File: src/rtl/trie_pkg.sv
// ----------------------------------------------------------------------------
// trie_pkg : shared types and constants of the letter trie block
// Command and status structures between controller and datapath, result codes
// and character constants.
// ----------------------------------------------------------------------------
package trie_pkg;

  // Default sizes, handed to the top level parameters.
  localparam int NODE_COUNT_DEF = 256;
  localparam int WORD_MAX_DEF   = 32;

  // Fan-out of one trie node and the character range it covers.
  localparam int         LETTERS = 26;
  localparam logic [7:0] ASCII_A = 8'h41;
  localparam logic [7:0] ASCII_Z = 8'(ASCII_A + LETTERS - 1);
  // Clearing this bit folds lower case onto upper case.
  localparam logic [7:0] CASE_MASK = 8'hDF;

  // Operation selector.
  localparam logic FUNC_INSERT = 1'b0;
  localparam logic FUNC_FIND   = 1'b1;

  // Result status codes.
  localparam logic [2:0] ST_DONE      = 3'd0;
  localparam logic [2:0] ST_NOT_FOUND = 3'd1;
  localparam logic [2:0] ST_REJECTED  = 3'd2;
  localparam logic [2:0] ST_TOO_LONG  = 3'd3;
  localparam logic [2:0] ST_POOL_FULL = 3'd4;

  // How the node and end mark fields of a result are formed.
  localparam logic [1:0] RK_NONE = 2'd0;  // node 0, end mark 0
  localparam logic [1:0] RK_END1 = 2'd1;  // current node, end mark 1
  localparam logic [1:0] RK_MARK = 2'd2;  // current node, end mark as read

  typedef struct packed {
    logic       take;
    logic       start;
    logic       link_rd;
    logic       step;
    logic       alloc;
    logic       mark_wr;
    logic       mark_rd;
    logic       res_set;
    logic [2:0] res_status;
    logic [1:0] res_kind;
    logic       load_out;
  } cmd_t;

  typedef struct packed {
    logic clear_done;
    logic word_ends;
    logic bad;
    logic ovf;
    logic len_zero;
    logic is_insert;
    logic last_step;
    logic child_zero;
    logic pool_full;
    logic out_free;
  } sts_t;

endpackage

File: src/rtl/trie_ctrl.sv
// ----------------------------------------------------------------------------
// trie_ctrl : sequencer of the letter trie block
// Steps through the clearing pass, character buffering and the trie walk, and
// drives the datapath by command signals.
// ----------------------------------------------------------------------------
module trie_ctrl (
  input  logic          clk_i,
  input  logic          rst_ni,
  input  logic          in_valid_i,
  output logic          in_ready_o,
  input  trie_pkg::sts_t sts_i,
  output trie_pkg::cmd_t cmd_o
);
  import trie_pkg::*;

  localparam logic [2:0] S_CLEAR  = 3'd0;
  localparam logic [2:0] S_IDLE   = 3'd1;
  localparam logic [2:0] S_CHECK  = 3'd2;
  localparam logic [2:0] S_LINK   = 3'd3;
  localparam logic [2:0] S_STEP   = 3'd4;
  localparam logic [2:0] S_END    = 3'd5;
  localparam logic [2:0] S_FINISH = 3'd6;

  logic [2:0] state_q, state_d;

  always_ff @(posedge clk_i or negedge rst_ni) begin
    if (!rst_ni) begin
      state_q <= S_CLEAR;
    end else begin
      state_q <= state_d;
    end
  end

  assign in_ready_o = (state_q == S_IDLE);

  always_comb begin
    state_d = state_q;
    cmd_o   = '0;
    case (state_q)
      S_CLEAR: begin
        if (sts_i.clear_done) begin
          state_d = S_IDLE;
        end
      end
      S_IDLE: begin
        if (in_valid_i) begin
          cmd_o.take = 1'b1;
          if (sts_i.word_ends) begin
            state_d = S_CHECK;
          end
        end
      end
      S_CHECK: begin
        cmd_o.start = 1'b1;
        if (sts_i.bad) begin
          cmd_o.res_set    = 1'b1;
          cmd_o.res_status = sts_i.is_insert ? ST_REJECTED : ST_NOT_FOUND;
          cmd_o.res_kind   = RK_NONE;
          state_d          = S_FINISH;
        end else if (sts_i.ovf) begin
          cmd_o.res_set    = 1'b1;
          cmd_o.res_status = ST_TOO_LONG;
          cmd_o.res_kind   = RK_NONE;
          state_d          = S_FINISH;
        end else if (sts_i.len_zero) begin
          if (sts_i.is_insert) begin
            state_d = S_END;
          end else begin
            cmd_o.res_set    = 1'b1;
            cmd_o.res_status = ST_NOT_FOUND;
            cmd_o.res_kind   = RK_NONE;
            state_d          = S_FINISH;
          end
        end else begin
          state_d = S_LINK;
        end
      end
      S_LINK: begin
        cmd_o.link_rd = 1'b1;
        state_d       = S_STEP;
      end
      S_STEP: begin
        if (sts_i.child_zero && !sts_i.is_insert) begin
          cmd_o.res_set    = 1'b1;
          cmd_o.res_status = ST_NOT_FOUND;
          cmd_o.res_kind   = RK_NONE;
          state_d          = S_FINISH;
        end else if (sts_i.child_zero && sts_i.pool_full) begin
          cmd_o.res_set    = 1'b1;
          cmd_o.res_status = ST_POOL_FULL;
          cmd_o.res_kind   = RK_NONE;
          state_d          = S_FINISH;
        end else begin
          cmd_o.alloc = sts_i.child_zero;
          cmd_o.step  = !sts_i.child_zero;
          state_d     = sts_i.last_step ? S_END : S_LINK;
        end
      end
      S_END: begin
        cmd_o.res_set    = 1'b1;
        cmd_o.res_status = ST_DONE;
        if (sts_i.is_insert) begin
          cmd_o.mark_wr  = 1'b1;
          cmd_o.res_kind = RK_END1;
        end else begin
          cmd_o.mark_rd  = 1'b1;
          cmd_o.res_kind = RK_MARK;
        end
        state_d = S_FINISH;
      end
      S_FINISH: begin
        if (sts_i.out_free) begin
          cmd_o.load_out = 1'b1;
          state_d        = S_IDLE;
        end
      end
      default: begin
        state_d = S_CLEAR;
      end
    endcase
  end

endmodule

File: config.mk
export PLATFORM = sky130hd
export DESIGN_NAME = trie_ctrl
export DESIGN_NICKNAME = d
export VERILOG_FILES = /design/src/rtl/trie_pkg.sv /design/src/rtl/trie_ctrl.sv
export SDC_FILE = /design/constraint.sdc
export NUM_CORES = 1
export LEC_CHECK = 0
export BUFFER_PORTS_ARGS = -buffer_cell sky130_fd_sc_hd__buf_2
export CAP_MARGIN = 30
export CORE_AREA = 2 2 39 41
export DETAILED_ROUTE_END_ITERATION = 8
export DIE_AREA = 0 0 41 43
export GPL_TIMING_DRIVEN = 0
export PLACE_DENSITY_LB_ADDON = 0.2
export SYNTH_ARGS = -nofsm -noshare
export SYNTH_HDL_FRONTEND = slang
export SYNTH_SLANG_ARGS = --single-unit
File: constraint.sdc
create_clock -name clk_i -period 2.6 [get_ports clk_i]
set_input_delay 0.39 -clock clk_i [delete_from_list [all_inputs] [get_ports clk_i]]
set_output_delay 0.39 -clock clk_i [all_outputs]
set_load 0.01 [all_outputs]
==> results.cfg <==
[sta]
finalMaxSlewViolations = 0
hold_violations = 0
setup_viol = 0
skew_ns = 0.00292
timing.fmax_ghz = 0.492
rsz0062_at_grt = false
period_minus_slack_ns = 2.03
slew_headroom = 0.808
tightest_slew_ns = 0.286
finalSetupTns_ns = 0
finalCritPeriodShare = 0.782

[floorplan]
die_w_um = 41
num_io_pins = 28
start_util = 0.308
dieArea_mm2 = 0.00176
die_y_um = 43
rows = 14
coreArea_mm2 = 0.00138

[synth]
synth_top_area_share = 0.176
yosys_warnings = 0
synth_largest_area_cell = dfrtp_1
synth_edf_count = 0
postSynthAreaPerCell_um2 = 6.99
ys_seq_area_frac = 0.176
yosys-top-cells-area = dfrtp_1 (18%), and3_1 (8.8%), a21oi_1 (5.9%), nor2_1 (5.3%), buf_2 (4.7%)
synth_seq_cells = 3
ys_types = 31
syn_inst = 61
synth_nets = 74
ys_dominant_reg_cell = dfrtp_1
syn_area_um2 = 427
synthArstFlopShare = 1.00

[global_routing]
busiest_layer = met2
grt_overflow_total = 0
grt_pass1_vias = 496
use_met1 = 0.188
antenna_found_initial = 0
grt_pass1_wl_um = 1930
track_usage = 0.161
grtUsageMet3 = 0.0366
use_met2 = 0.250
grt_max_degree = 11

[critical_path]
start_kind = flip-flop
required_ns = 2.21
cp_cell_sequence = buf_6 -> or3b_1 -> buf_2 -> nor2_1 -> o21ai_0 -> o21ai_0 -> buf_2
end_kind = output port
cp_max_fo = 10
cpMaxStageDelayCell = dfrtp_1
critical_path.max_stage_delay_ns = 0.37
arrival_ns = 1.64
path_class = flip-flop to output port

[place]
post_dp_cell_area_um2 = 582
portBuffers = 27
dp.cells = 104
dpl.hpwl_um = 960
place.gp.congestion = 0.741

[detailed_routing]
wl_um = 1210
dr_total_vias = 562
dr.pass1.iters = 4
avgRoutedWirePerCell_um = 11.1
vias_per_cell = 5.16
drtAntennaViolNets = 0
drtIter0Drc = 23
drc = 0

[power_and_ir_drop]
leakagePower_nw = 0.363
power_per_cell_area_mw_per_mm2 = 991
ir_worst_vdd_mv = 0.429

[cells_and_area]
final_common_cell = buf_2
design_area_um2 = 618
syn2layout_area_growth_pct = 44.9
top_regs = state_q (3)
largest_reg_flops = 3
fillers = 149
final_cell_mix = buf_2 (31), nor2_1 (6), and3_1 (6), a21oi_1 (5)
regMostFlops = state_q
finalNonFillerCells = 109
antennaDiodeCount = 0
layout-drive-gt1-share = 0.398
nets = 107

[clock_network]
ctsResizeCount = 0
clk_path_buf_depth = 2
cts_tree = yes
cts.sinks = 3
htree_num_levels = 1
worstSkewPairLatency_ns = 0.24
numCtsBuffers = 3
clkSlewWorstSetupHoldPaths_ns = 0.04
cts_root_buffer = clkbuf_4

[job]
maxCapViolCount = 0

[status]
status = complete, no violations

[hold_path]
holdCritPathClass = primary input to flip-flop
[worst paths after layout]
kind	startpoint	to	slack, ns	depth (start not counted)
max	state_q[2]	cmd_o[3]	0.57	7
min reg2reg	state_q[0]	state_q[2]	0.76	4
max in group asynchronous	rst_ni	state_q[1]	2.02	2
max reg2reg	state_q[0]	state_q[2]	1.15	4
min	sts_i[3]	state_q[2]	0.41	3
min in group asynchronous	rst_ni	state_q[0]	0.47	2
[repair_timing]
action | in CTS | in global routing
hold buffers | 1 | 0
setup endpoints to repair | 0 | 0
setup buffers | 0 | 0
hold endpoints to repair | 3 | 0
[where the power goes]
part           internal, mW  switching (mW)  leakage (nW)  total, mW
clock                0.0579          0.0297        0.0150     0.0876
sequential           0.0720          0.0134        0.0366     0.0854
combinational         0.204           0.235         0.311      0.440
total                 0.334           0.279         0.363      0.613
[cells in the mapped netlist, drive strengths merged, types with 2 or more instances]
library cell	instances
and3	6
nor2	6
a21oi	5
buf	5
inv	4
nand2	4
dfrtp	3
o21ai	3
and2	2
and2b	2
nand2b	2
nor2b	2
o31a	2
[cell type report]
type / instances / area [µm²] / share of cell area
multi-input cells: 49 / 305 / 0.494
flip-flops and latches: 3 / 75.1 / 0.121
clock buffers: 4 / 26.3 / 0.0425
inverters: 4 / 15.0 / 0.0243
repair buffers: 28 / 145 / 0.235
well taps: 16 / 20.0 / 0.0324
plain buffers: 5 / 31.3 / 0.0506
[kinds of logic (layout without fill, tap and decap cells)]
family,after synthesis,in the layout,share of synthesized area
DFF,3,3,0.176
AOI/OAI and AO/OA,19,19,0.299
and+or+nand+nor,30,30,0.416
buffers and inverters,9,41,0.108
[stage by stage]
stage | worst slack, ns | total power, mW | utilization | hold slack, ns
6_report | 0.568 | 0.613 | 0.447 | 0.407
4_1_cts | 0.556 | 0.618 | 0.447 | 0.405
2_1_floorplan | 0.965 | 0.401 | - | 0.0944
5_1_grt | 0.474 | 0.671 | 0.447 | 0.418
3_5_place_dp | 0.834 | 0.524 | 0.420 | 0.189
3_3_place_gp | 0.846 | 0.525 | 0.420 | 0.185
[layer usage]
layer  vias to the layer above  part of all wire
met1                       254              0.40
li1                        283                 -
met5                         -                 0
met2                        23              0.49
met3                         2             0.095
met4                         0             0.014
[critical path, delay by kind of cell (launching register included)]
kind / cells / cell delay (ns)
simple gates: 2 / 0.44
buf+inv: 3 / 0.46
compound gates: 2 / 0.14
flops: 1 / 0.37
Note: power is estimated with default switching activity, not from simulation.
